$ cat src/rtl/ffra_pkg.sv
// ----------------------------------------------------------------------------
// ffra_pkg
// Shared types and constants for the first-fit range allocator.
// ----------------------------------------------------------------------------
package ffra_pkg;

	localparam int MaxSegments     = 32;
	localparam int SlotBits        = 16;
	localparam int HeapSlotsReset  = 1024;

	typedef enum logic [1:0] {
		ST_OK         = 2'd0,
		ST_NO_SPACE   = 2'd1,
		ST_TABLE_FULL = 2'd2,
		ST_BAD_FREE   = 2'd3
	} status_t;

	typedef enum logic [0:0] {
		MODE_ALLOC = 1'b0,
		MODE_FREE  = 1'b1
	} mode_t;

	typedef struct packed {
		logic                mode;
		logic [SlotBits-1:0] range_length;
		logic [SlotBits-1:0] range_start;
	} req_t;

	typedef struct packed {
		logic [SlotBits-1:0] granted_start;
		logic [1:0]          status;
	} rsp_t;

	typedef enum logic [3:0] {
		FS_IDLE,
		FS_SCAN_RD,
		FS_SCAN_CHK,
		FS_DECIDE,
		FS_SHIFT_RD,
		FS_SHIFT_WR,
		FS_WRITE,
		FS_RESP
	} fsm_t;

endpackage

$ cat src/rtl/first_fit_range_allocator.sv
// ----------------------------------------------------------------------------
// first_fit_range_allocator
// First-fit allocator of slot ranges over a sorted, coalescing free table.
// ----------------------------------------------------------------------------
// Requests are handled in steps: a scan reads the segment table one entry at
// a time (a read state, then a check state on the registered RAM data) until
// the first fit or the insertion point is found, then a removal or insertion
// moves the tail of the table one entry at a time (a read state, then a write
// state), then the entry is written and the response is raised. Writing
// heap_slots resets the table (count in a register, entry 0 through the RAM
// write port). After reset the block loads entry 0 before it takes requests.
module first_fit_range_allocator #(
	parameter int MAX_SEGMENTS = ffra_pkg::MaxSegments
) (
	input  logic                         clk,
	input  logic                         arst_n,
	input  logic                         req_valid,
	output logic                         req_ready,
	input  ffra_pkg::req_t               req,
	output logic                         rsp_valid,
	input  logic                         rsp_ready,
	output ffra_pkg::rsp_t               rsp,
	input  logic                         cfg_valid,
	output logic                         cfg_ready,
	input  logic [ffra_pkg::SlotBits-1:0] cfg_data
);

	localparam int SLOT_BITS = ffra_pkg::SlotBits;
	localparam int IW = $clog2(MAX_SEGMENTS);
	localparam int CW = $clog2(MAX_SEGMENTS + 1);
	localparam int EW = 2 * SLOT_BITS;
	localparam int SW = SLOT_BITS + 1;

	ffra_pkg::fsm_t state_q, state_d;

	logic [SLOT_BITS-1:0] heap_q;
	logic [CW-1:0]  count_q;
	logic [CW-1:0]  pos_q;
	logic [CW-1:0]  k_q;
	logic           mode_q;
	logic [SW-1:0]  len_q, start_q;
	logic [SW-1:0]  below_s_q, below_l_q, above_s_q, above_l_q;
	logic           has_below_q, has_above_q, fit_q;
	logic [SLOT_BITS-1:0] grant_q;
	logic [1:0]     status_q;
	logic           rsp_valid_q;
	logic           shift_dir_q;
	logic           init_q;
	logic           idle;

	logic           we;
	logic [IW-1:0]  waddr, raddr;
	logic [EW-1:0]  wdata, rdata;

	ffra_ram #(.Width(EW), .Depth(MAX_SEGMENTS)) u_ram (
		.clk   (clk),
		.we    (we),
		.waddr (waddr),
		.wdata (wdata),
		.raddr (raddr),
		.rdata (rdata)
	);

	logic [SW-1:0] rd_s, rd_l;
	assign rd_s = {1'b0, rdata[EW-1:SLOT_BITS]};
	assign rd_l = {1'b0, rdata[SLOT_BITS-1:0]};

	logic [SW-1:0] stop, below_end, sum3;
	assign stop      = start_q + len_q;
	assign below_end = below_s_q + below_l_q;
	assign sum3      = below_l_q + len_q;

	logic join_b, join_a, bad;
	assign join_b = has_below_q && (below_end == start_q);
	assign join_a = has_above_q && (above_s_q == stop);
	assign bad    = (has_below_q && below_end > start_q) || (has_above_q && above_s_q < stop);

	// a pending heap write takes priority over a request
	assign idle      = (state_q == ffra_pkg::FS_IDLE) && !rsp_valid_q && !init_q;
	assign cfg_ready = idle;
	assign req_ready = idle && !cfg_valid;
	assign rsp_valid = rsp_valid_q;
	assign rsp.granted_start = grant_q;
	assign rsp.status        = status_q;

	// entry 0 write on reinit shares the RAM write port with the sequencer
	always_comb begin
		state_d = state_q;
		we      = 1'b0;
		waddr   = pos_q[IW-1:0];
		wdata   = '0;
		raddr   = k_q[IW-1:0];
		if (init_q) begin
			we    = 1'b1;
			waddr = '0;
			wdata = {SLOT_BITS'(1), SLOT_BITS'(heap_q - SLOT_BITS'(1))};
		end
		if (cfg_valid && cfg_ready) begin
			we    = 1'b1;
			waddr = '0;
			wdata = {SLOT_BITS'(1), SLOT_BITS'(cfg_data - SLOT_BITS'(1))};
		end
		case (state_q)
			ffra_pkg::FS_IDLE: begin
				raddr = '0;
				if (req_valid && req_ready) state_d = ffra_pkg::FS_SCAN_RD;
			end
			ffra_pkg::FS_SCAN_RD: begin
				if (k_q >= count_q) state_d = ffra_pkg::FS_DECIDE;
				else                state_d = ffra_pkg::FS_SCAN_CHK;
			end
			ffra_pkg::FS_SCAN_CHK: begin
				if (mode_q == ffra_pkg::MODE_ALLOC) begin
					if (rd_l >= len_q) state_d = ffra_pkg::FS_DECIDE;
					else               state_d = ffra_pkg::FS_SCAN_RD;
				end else begin
					if (rd_s >= start_q) state_d = ffra_pkg::FS_DECIDE;
					else                 state_d = ffra_pkg::FS_SCAN_RD;
				end
			end
			ffra_pkg::FS_DECIDE: state_d = ffra_pkg::FS_WRITE;
			ffra_pkg::FS_SHIFT_RD: state_d = ffra_pkg::FS_SHIFT_WR;
			ffra_pkg::FS_SHIFT_WR: begin
				we    = 1'b1;
				waddr = shift_dir_q ? IW'(k_q + 1'b1) : IW'(k_q - 1'b1);
				wdata = rdata;
				state_d = ffra_pkg::FS_SHIFT_RD;
			end
			ffra_pkg::FS_WRITE: state_d = ffra_pkg::FS_RESP;
			ffra_pkg::FS_RESP: state_d = ffra_pkg::FS_IDLE;
			default: state_d = ffra_pkg::FS_IDLE;
		endcase
		// sequencer-driven entry write
		if (state_q == ffra_pkg::FS_WRITE && fit_q) begin
			we = 1'b1;
			waddr = pos_q[IW-1:0];
			wdata = {below_s_q[SLOT_BITS-1:0], below_l_q[SLOT_BITS-1:0]};
		end
		if (state_q == ffra_pkg::FS_SHIFT_RD) raddr = k_q[IW-1:0];
	end

	// Sequencing: fit_q marks a pending entry write (pos_q, below_*).
	// The shift loop moves entries up (insert, dir 1) or down (remove, dir 0).
	logic [CW-1:0] rm_end_q;

	always_ff @(posedge clk or negedge arst_n) begin
		if (!arst_n) begin
			state_q     <= ffra_pkg::FS_IDLE;
			heap_q      <= SLOT_BITS'(ffra_pkg::HeapSlotsReset);
			count_q     <= CW'(1);
			rsp_valid_q <= 1'b0;
			k_q         <= '0;
			pos_q       <= '0;
			fit_q       <= 1'b0;
			init_q      <= 1'b1;
		end else begin
			init_q <= 1'b0;
			if (rsp_valid_q && rsp_ready) rsp_valid_q <= 1'b0;
			if (cfg_valid && cfg_ready) begin
				heap_q  <= cfg_data;
				count_q <= (cfg_data >= SLOT_BITS'(2)) ? CW'(1) : CW'(0);
			end
			case (state_q)
				ffra_pkg::FS_IDLE: begin
					if (req_valid && req_ready) begin
						mode_q      <= req.mode;
						len_q       <= {1'b0, req.range_length};
						start_q     <= {1'b0, req.range_start};
						k_q         <= '0;
						has_below_q <= 1'b0;
						has_above_q <= 1'b0;
						fit_q       <= 1'b0;
						grant_q     <= '0;
						state_q     <= ffra_pkg::FS_SCAN_RD;
					end
				end
				ffra_pkg::FS_SCAN_RD: state_q <= state_d;
				ffra_pkg::FS_SCAN_CHK: begin
					if (state_d == ffra_pkg::FS_DECIDE) begin
						has_above_q <= 1'b1;
						above_s_q   <= rd_s;
						above_l_q   <= rd_l;
					end else begin
						has_below_q <= 1'b1;
						below_s_q   <= rd_s;
						below_l_q   <= rd_l;
						k_q         <= k_q + 1'b1;
					end
					state_q <= state_d;
				end
				ffra_pkg::FS_DECIDE: begin
					if (mode_q == ffra_pkg::MODE_ALLOC) begin
						if (len_q == '0 || !has_above_q) begin
							status_q <= ffra_pkg::ST_NO_SPACE;
							state_q  <= ffra_pkg::FS_RESP;
						end else begin
							status_q <= ffra_pkg::ST_OK;
							grant_q  <= above_s_q[SLOT_BITS-1:0];
							if (above_l_q == len_q) begin
								rm_end_q <= count_q;
								count_q  <= count_q - 1'b1;
								k_q      <= k_q + 1'b1;
								shift_dir_q <= 1'b0;
								state_q  <= ffra_pkg::FS_SHIFT_RD;
							end else begin
								fit_q     <= 1'b1;
								pos_q     <= k_q;
								below_s_q <= above_s_q + len_q;
								below_l_q <= above_l_q - len_q;
								state_q   <= ffra_pkg::FS_WRITE;
							end
						end
					end else if (len_q == '0 || start_q == '0 || stop > {1'b0, heap_q} || bad) begin
						status_q <= ffra_pkg::ST_BAD_FREE;
						state_q  <= ffra_pkg::FS_RESP;
					end else if (join_b && join_a) begin
						status_q  <= ffra_pkg::ST_OK;
						fit_q     <= 1'b1;
						pos_q     <= k_q - 1'b1;
						below_l_q <= sum3 + above_l_q;
						rm_end_q  <= count_q;
						count_q   <= count_q - 1'b1;
						k_q       <= k_q + 1'b1;
						shift_dir_q <= 1'b0;
						state_q   <= ffra_pkg::FS_SHIFT_RD;
					end else if (join_b) begin
						status_q  <= ffra_pkg::ST_OK;
						fit_q     <= 1'b1;
						pos_q     <= k_q - 1'b1;
						below_l_q <= sum3;
						state_q   <= ffra_pkg::FS_WRITE;
					end else if (join_a) begin
						status_q  <= ffra_pkg::ST_OK;
						fit_q     <= 1'b1;
						pos_q     <= k_q;
						below_s_q <= start_q;
						below_l_q <= above_l_q + len_q;
						state_q   <= ffra_pkg::FS_WRITE;
					end else if (count_q >= CW'(MAX_SEGMENTS)) begin
						status_q <= ffra_pkg::ST_TABLE_FULL;
						state_q  <= ffra_pkg::FS_RESP;
					end else begin
						status_q  <= ffra_pkg::ST_OK;
						fit_q     <= 1'b1;
						pos_q     <= k_q;
						below_s_q <= start_q;
						below_l_q <= len_q;
						rm_end_q  <= k_q;
						k_q       <= count_q - 1'b1;
						count_q   <= count_q + 1'b1;
						shift_dir_q <= 1'b1;
						state_q   <= (count_q != k_q) ? ffra_pkg::FS_SHIFT_RD
							: ffra_pkg::FS_WRITE;
					end
				end
				ffra_pkg::FS_SHIFT_RD: begin
					// removal runs to the old end; insertion runs down to pos
					if (!shift_dir_q && k_q >= rm_end_q) state_q <= ffra_pkg::FS_WRITE;
					else state_q <= ffra_pkg::FS_SHIFT_WR;
				end
				ffra_pkg::FS_SHIFT_WR: begin
					if (shift_dir_q) begin
						if (k_q == rm_end_q) state_q <= ffra_pkg::FS_WRITE;
						else begin
							k_q     <= k_q - 1'b1;
							state_q <= ffra_pkg::FS_SHIFT_RD;
						end
					end else begin
						k_q     <= k_q + 1'b1;
						state_q <= ffra_pkg::FS_SHIFT_RD;
					end
				end
				ffra_pkg::FS_WRITE: begin
					state_q <= ffra_pkg::FS_RESP;
				end
				ffra_pkg::FS_RESP: begin
					rsp_valid_q <= 1'b1;
					state_q     <= ffra_pkg::FS_IDLE;
				end
				default: state_q <= ffra_pkg::FS_IDLE;
			endcase
		end
	end

`ifndef ASSERT_OFF
	a_count_range: assert property (@(posedge clk) disable iff (!arst_n)
		count_q <= CW'(MAX_SEGMENTS)) else $error("segment count overflow");
	a_no_req_busy: assert property (@(posedge clk) disable iff (!arst_n)
		(state_q != ffra_pkg::FS_IDLE) |-> !req_ready) else $error("ready while busy");
	a_rsp_after: assert property (@(posedge clk) disable iff (!arst_n)
		(state_q == ffra_pkg::FS_RESP) |=> rsp_valid) else $error("response lost");
	a_grant_ok: assert property (@(posedge clk) disable iff (!arst_n)
		(rsp_valid && rsp.status != ffra_pkg::ST_OK) |-> rsp.granted_start == '0)
		else $error("grant on failure");
`endif

endmodule

$ cat src/rtl/ffra_ram.sv
// ----------------------------------------------------------------------------
// ffra_ram
// Generic single-port write, single-port read RAM with registered read data.
// ----------------------------------------------------------------------------
module ffra_ram #(
	parameter int Width = 32,
	parameter int Depth = 32
) (
	input  logic                     clk,
	input  logic                     we,
	input  logic [$clog2(Depth)-1:0] waddr,
	input  logic [Width-1:0]         wdata,
	input  logic [$clog2(Depth)-1:0] raddr,
	output logic [Width-1:0]         rdata
);

	logic [Width-1:0] mem [Depth];

	always_ff @(posedge clk) begin
		if (we) begin
			mem[waddr] <= wdata;
		end
		rdata <= mem[raddr];
	end

endmodule

$ cat config.mk
export PLATFORM = sky130hd
export DESIGN_NAME = first_fit_range_allocator
export DESIGN_NICKNAME = d
export VERILOG_FILES = /design/src/rtl/ffra_pkg.sv /design/src/rtl/first_fit_range_allocator.sv /design/src/rtl/ffra_ram.sv
export SDC_FILE = /design/constraint.sdc
export NUM_CORES = 2
export LEC_CHECK = 0
export ABC_AREA = 1
export BUFFER_PORTS_ARGS = -buffer_cell sky130_fd_sc_hd__buf_2
export CELL_PAD_IN_SITES_DETAIL_PLACEMENT = 0
export CELL_PAD_IN_SITES_GLOBAL_PLACEMENT = 1
export CORE_MARGIN = 2
export CORE_UTILIZATION = 51
export DETAILED_ROUTE_END_ITERATION = 10
export PLACE_DENSITY = 0.77
export SYNTH_ARGS = -nofsm -noshare
export SYNTH_HDL_FRONTEND = slang
export SYNTH_HIERARCHICAL = 1
export SYNTH_SLANG_ARGS = --single-unit
$ cat constraint.sdc
create_clock -name clk -period 5.5 [get_ports clk]
set_clock_uncertainty 0.15 [all_clocks]
set_input_delay 0.275 -clock clk [delete_from_list [all_inputs] [get_ports clk]]
set_output_delay 0.275 -clock clk [all_outputs]
set_load 0.05 [all_outputs]
* Word-level counts from Yosys, hierarchy flattened *
Memory sizes are Yosys's and may differ from the RTL's. A register that Yosys moved wholly into a read port is not among the register bits.
Index checks and enable logic that the tools add are counted.

storage, ports and cells
  bits in registers = 166
  bits in writable memories = 1024
  bits of input ports = 54
  output and inout bits = 21
  memories = 1

cells by class
  add/subtract/negate cells = 13
  magnitude comparators = 9
  equal/unequal tests = 37
  mux-type cells = 129
  reduce and logical (&&, ||, !) cells = 45

memory list
  name       words  bits a word  rd ports  clocked after Yosys merged registers in  write ports  RTL line        text
  u_ram.mem  32     32           1         1                                        1            ffra_ram.sv:17  logic [Width-1:0] mem [Depth];

operators by type and width
  operator                                                               number
  17-bit two-way mux                                                     19
  6-bit two-way mux                                                      30
  32-bit two-way mux                                                     3
  5-bit two-way mux                                                      14
  17-bit one-hot mux with 2 select lines                                 2
  16-bit by 16-bit adder with 17-bit output                              3
  16-bit two-way mux                                                     3
  2-bit two-way mux                                                      18
  17-bit by 16-bit adder with 17-bit output                              2
  17-bit by 16-bit > comparator with 1-bit output                        2
  17-bit logical NOT                                                     2
  16-bit >= comparator                                                   2
  16-bit one-hot mux with 2 select lines                                 1
  16-bit by 1-bit subtractor with 16-bit output (second input constant)  2
  1-bit two-way mux                                                      29
  4-bit one-hot mux with 7 select lines                                  1
  3-bit != test (second input constant)                                  8
  4-bit one-hot mux with 6 select lines                                  1
  6-bit one-hot mux with 4 select lines                                  1
  17-bit adder                                                           1
  16-bit by 17-bit == test with 1-bit output                             1
  17-bit by 16-bit == test with 1-bit output                             1
  16-bit by 17-bit less-than comparator with 1-bit output                1
  16-bit by 16-bit subtractor with 17-bit output                         1
  35 further kinds                                                       85

* Depth between registers and ports, before layout *
  depth after elaboration = 12
  mapped depth = 28

* Modules after synthesis *
The synthesis kept the hierarchy.

modules (own cells, without submodules)
  module                     instances  cells each  area an instance (µm²)  sequential area each (µm²)
  ffra_ram                   1          3536        42405.7                 31390.1
  first_fit_range_allocator  1          2229        16729.8                 4788.3

* Least setup slack after synthesis *
OpenSTA, ideal clock, no wires.

  kind = reg2reg
  from = reg len_q[1]
  to = reg below_l_q[0] (enable)
  arrival = 4.337 ns
  data required time = 4.960 ns
  setup slack = 0.623 ns
  cell stages (with the launch flop) = 26
  path buffers = 0
  period minus slack after synthesis = 4.877 ns
  cells stage by stage = edfxtp_1 > inv_1 > fa_1 > nand3b_1 > nand2_1 > nand2_1 > nand3_2 > a31oi_1 > o21ai_0 > xor2_1 > inv_1 > ha_1 > nand2_1 > nor2_1 > nand2_1 > nand2_1 > nand2_1 > nand2_1 > nand2_1 > nand2_1 > nand3b_1 > nor2_4 > nand2_4 > nand2_4 > nand3_1 > nor2_1

between the ends
  cells in the longest elaborated chain, start to end = 7

RTL lines
  what                                                                                          RTL line                                                            text
  start, declared                                                                               first_fit_range_allocator.sv:41                                     logic [SW-1:0] len_q, start_q;
  start signal, assigned                                                                        first_fit_range_allocator.sv:167                                    len_q <= {1'b0, req.range_length};
  16-bit by 16-bit adder with 17-bit output or 16-bit >= comparator (tied branches)             first_fit_range_allocator.sv:69, first_fit_range_allocator.sv:114
  16-bit by 17-bit less-than comparator with 1-bit output or 2-bit two-way mux (tied branches)  first_fit_range_allocator.sv:76, first_fit_range_allocator.sv:114
  1-bit logical AND or 4-bit two-way mux (tied branches)                                        first_fit_range_allocator.sv:76, first_fit_range_allocator.sv:113
  1-bit logical OR or 4-bit one-hot mux with 7 select lines (tied branches)                     first_fit_range_allocator.sv:76, first_fit_range_allocator.sv:103
  1-bit logical OR or 4-bit by 2-bit == test with 1-bit output (tied branches)                  first_fit_range_allocator.sv:213, first_fit_range_allocator.sv:179
  3-bit != test (no source line) or 2-bit != test (tied branches)                               -
  7-bit AND reduction (no source line) (*)                                                      -
  end signal, assigned                                                                          first_fit_range_allocator.sv:209                                    below_l_q <= above_l_q - len_q;
  end signal, assigned                                                                          first_fit_range_allocator.sv:220                                    below_l_q <= sum3 + above_l_q;
  end signal, assigned                                                                          first_fit_range_allocator.sv:230                                    below_l_q <= sum3;
  end, declared                                                                                 first_fit_range_allocator.sv:42                                     logic [SW-1:0] below_s_q, below_l_q, above_s_q, above_l_q;

Mark *: on every way between the ends. The rest lies on a longest branch, timed or not.
A chain may end at the register's enable or synchronous reset.

* Worst setup path in the final report *
  from = reg len_q[1]
  to = reg below_s_q[9] (enable)

between the ends
  cells in the longest elaborated chain, start to end = 7

RTL lines
  what                                                                                          RTL line                                                            text
  16-bit by 16-bit adder with 17-bit output or 16-bit >= comparator (tied branches)             first_fit_range_allocator.sv:69, first_fit_range_allocator.sv:114
  16-bit by 17-bit less-than comparator with 1-bit output or 2-bit two-way mux (tied branches)  first_fit_range_allocator.sv:76, first_fit_range_allocator.sv:114
  1-bit logical AND or 4-bit two-way mux (tied branches)                                        first_fit_range_allocator.sv:76, first_fit_range_allocator.sv:113
  1-bit logical OR or 4-bit one-hot mux with 7 select lines (tied branches)                     first_fit_range_allocator.sv:76, first_fit_range_allocator.sv:103
  1-bit logical OR or 4-bit by 2-bit == test with 1-bit output (tied branches)                  first_fit_range_allocator.sv:213, first_fit_range_allocator.sv:179
  3-bit != test (no source line) or 2-bit != test (tied branches)                               -
  9-bit AND reduction (no source line) (*)                                                      -
  end signal, assigned                                                                          first_fit_range_allocator.sv:208                                    below_s_q <= above_s_q + len_q;
  end signal, assigned                                                                          first_fit_range_allocator.sv:236                                    below_s_q <= start_q;
  end signal, assigned                                                                          first_fit_range_allocator.sv:246                                    below_s_q <= start_q;
  end, declared                                                                                 first_fit_range_allocator.sv:42

Marks and branches as above.

==> flow_summary.ini <==
[status]
status = complete, no violations

[worst_setup_path]
cp.arrival_ps = 5520
crit_fanout = 17
critPathRequiredTime_ps = 5770
crit_type = reg -> reg
start_kind = flip-flop
endpoint_kind = flip-flop
startpoint = len_q[1]
rr_startpoint = len_q[1]

[floorplan]
start_util = 0.516
pin_count = 75
fp-row-count = 124
die_area_sq_mm = 0.119
die_w_um = 345
die_h_um = 345
core_sq_mm = 0.115

[finish]
fin_cells = 7504
nFillCells = 9675
area_delta_synth_final_pct = 11.9
final_nets = 6162
finalCoreUtilization = 0.577
regArea_sq_mm = 0.0362
n_antenna_cell = 0
drive_gt1_frac = 0.0856
multi_input_area_sq_mm = 0.0203

[sta]
rsz0062_at_grt = no
max_freq_mhz = 190
drv_slew = 0
slew_headroom = 0.0976
setup_ws_ps = 247
min_period_over_period = 0.955
fin_tns_setup_ps = 0
worstMarginPinSlew_ps = 1350
whs_ps = 51.7
min_period_ps = 5250
setup_viol = 0
hold_viol_final = 0

[synth]
ys_seq_area_frac = 0.612
synth-async-reset-ratio = 0.0327
yosys.cell_count.top_type = nand2_1
synth_cell_types = 75
synthCells = 5765
synth_edf_count = 1150
synth_common_cells = nand2_1, edfxtp_1, nand3_1
yosys_most_used_dff = edfxtp_1
yosys_warnings = 6
synth.area.top_cells = edfxtp_1, nand2_1, nand3_1
avgSynthCellArea_sq_um = 10.3
synth_area_sq_mm = 0.0591
synth_top_area_frac = 0.584
synth_top_area_cell = edfxtp_1
ys_ff_latch = 1222

[grt]
antenna_found_initial = 1
grt_max_degree = 194
overflow = 0
grt_usage = 0.305
grt_pass1_vias = 41200
grt_first_pass_wirelength_um = 267000

[cts]
cts.htree.levels = 4
cts_sinks = 1222
cts_setup_buffers = 0
clk_pin_slew_ps = 60
numCtsBuffers = 132
cts_buffer_depth = 3
root_buffer = clkbuf_16
clk-insertion-delay-late_ps = 760
cts_tree = built

[detailed_routing]
drt.antenna.violating_nets = 0
avgRoutedWirePerCell_um = 24.2
dr.pass1.iters = 6
num_vias = 43200
drcViolationCount = 0
drtIter0Drc = 4787
viasPerCell = 5.76
wl_um = 182000

[place]
dpl.cell_count = 7214
dp_slack_ps = 230
gp_congestion = 0.981
io_buffers = 74
hpwl_um = 114000

[job]
cap_violations = 0

[pwr]
ir_drop_uv = 316
power_density_mw_per_mm2 = 314
leakage_nw = 26.4

[min_path]
min_from = cfg_valid
hp-class = in -> reg
metal layers:
layer / share of wire / vias to the layer above / GRT usage
li1: - / 20300 / -
met1: 0.43 / 20800 / 0.426
met2: 0.46 / 1862 / 0.489
met3: 0.075 / 319 / 0.0462
met4: 0.036 / 2 / 0.109
met5: 0.000061 / - / 0
power by group:
part           leakage [nW]  total (mW)  internal, mW  switching (mW)
sequential             11.2        10.6          10.4           0.133
clock                  2.05        8.72          5.00            3.72
combinational          13.1        1.51         0.425            1.08
total                  26.4        20.8          15.9            4.93
cell usage in the layout (no fill, tap or decap), drive strengths merged, types with 7 or more instances in the layout:
cell type and count:
nor2 210, bufinv 9, ha 211, nor4 17, clkinv 56, xnor2 20
xor2 78, edfxtp 1150, a22oi 9, o211ai 23, o22ai 13, a31oi 17
dfrtp 37, a32o 13, nand2 1930, dlygate4sd3 54, fa 7, clkbuf 169
a21oi 165, nand3 909, buf 206, nand4 47, nor3 33, o21a 8
dfxtp 32, inv 321, or2 7, o221ai 18, o21ai 156
critical path, cell delays in order (launching register included):
cell and delay [ps]:
edfxtp_1 470, ha_1 320, nand2_1 50, nand2_1 60, o21ai_0 170, o31ai_1 500, a21oi_1 130, o21ai_0 290
nand2_1 90, nand2_1 70, a21oi_1 60, xor2_1 280, inv_1 80, ha_1 280, inv_1 50, nor3_1 260
nand3_1 140, nor3_1 160, nor2_1 120, nor2_4 280, nand2_4 110, nand2_4 190, nand3_1 150, nor2_1 120
buf_4 300
through the flow:
| step | power, mW | cell area, sq um |
|---|---|---|
| after floorplan | 11.6 | 59100 |
| final | 20.8 | 66100 |
| after detailed placement | 12.2 | 61400 |
| after global placement | 12.2 | 61400 |
| after CTS | 20.9 | 66100 |
| after global routing | 21.4 | 66100 |
registers in the layout, summed over array words and instances (netlist names), 2 cells and up:
signal / count
rm_end_q: 6
below_l_q: 17
start_q: 16
below_s_q: 17
grant_q: 16
above_l_q: 16
len_q: 16
heap_q: 16
pos_q: 5
u_ram/mem: 1024
status_q: 2
count_q: 6
state_q: 4
above_s_q: 16
u_ram/rdata: 32
k_q: 6
final cells by class:
cell class	instances	area share
Clock buffer	169	0.0533
Clock inverter	67	0.0107
Inverter	323	0.0189
Multi-Input combinational cell	3951	0.307
Sequential cell	1222	0.547
Tap cell	1512	0.0286
Timing Repair Buffer	260	0.0346
worst paths after layout:
kind                            slack [ps]      endpoint  cells past startpoint
worst max-delay path                   250  below_s_q[9]                     24
max in group asynchronous             4170      pos_q[3]                      4
worst min-delay path                    50    state_q[0]                      6
worst min register to register         330      pos_q[4]                      2
min in group asynchronous              580     heap_q[2]                      4
worst max register to register         250  below_s_q[9]                     24
logic make-up (layout without fill, tap and decap cells):
kind of cell	after synthesis	count (layout)	share of synthesized area
flip-flops	1222	1222	0.612
XOR/XNOR	98	98	0.0145
adder cells (fa/ha/maj)	218	218	0.0470
buffers and inverters	593	819	0.0509
AO/OA/AOI/OAI	471	471	0.0473
AND/OR/NAND/NOR	3162	3162	0.228
other	1	2	0.0000634
timing repair:
action	in CTS	in global routing
hold buffers	54	0
hold endpoints to repair	93	0
gates resized for setup	0	5
setup endpoints to repair	0	49
(Power assumes the default switching activity.)
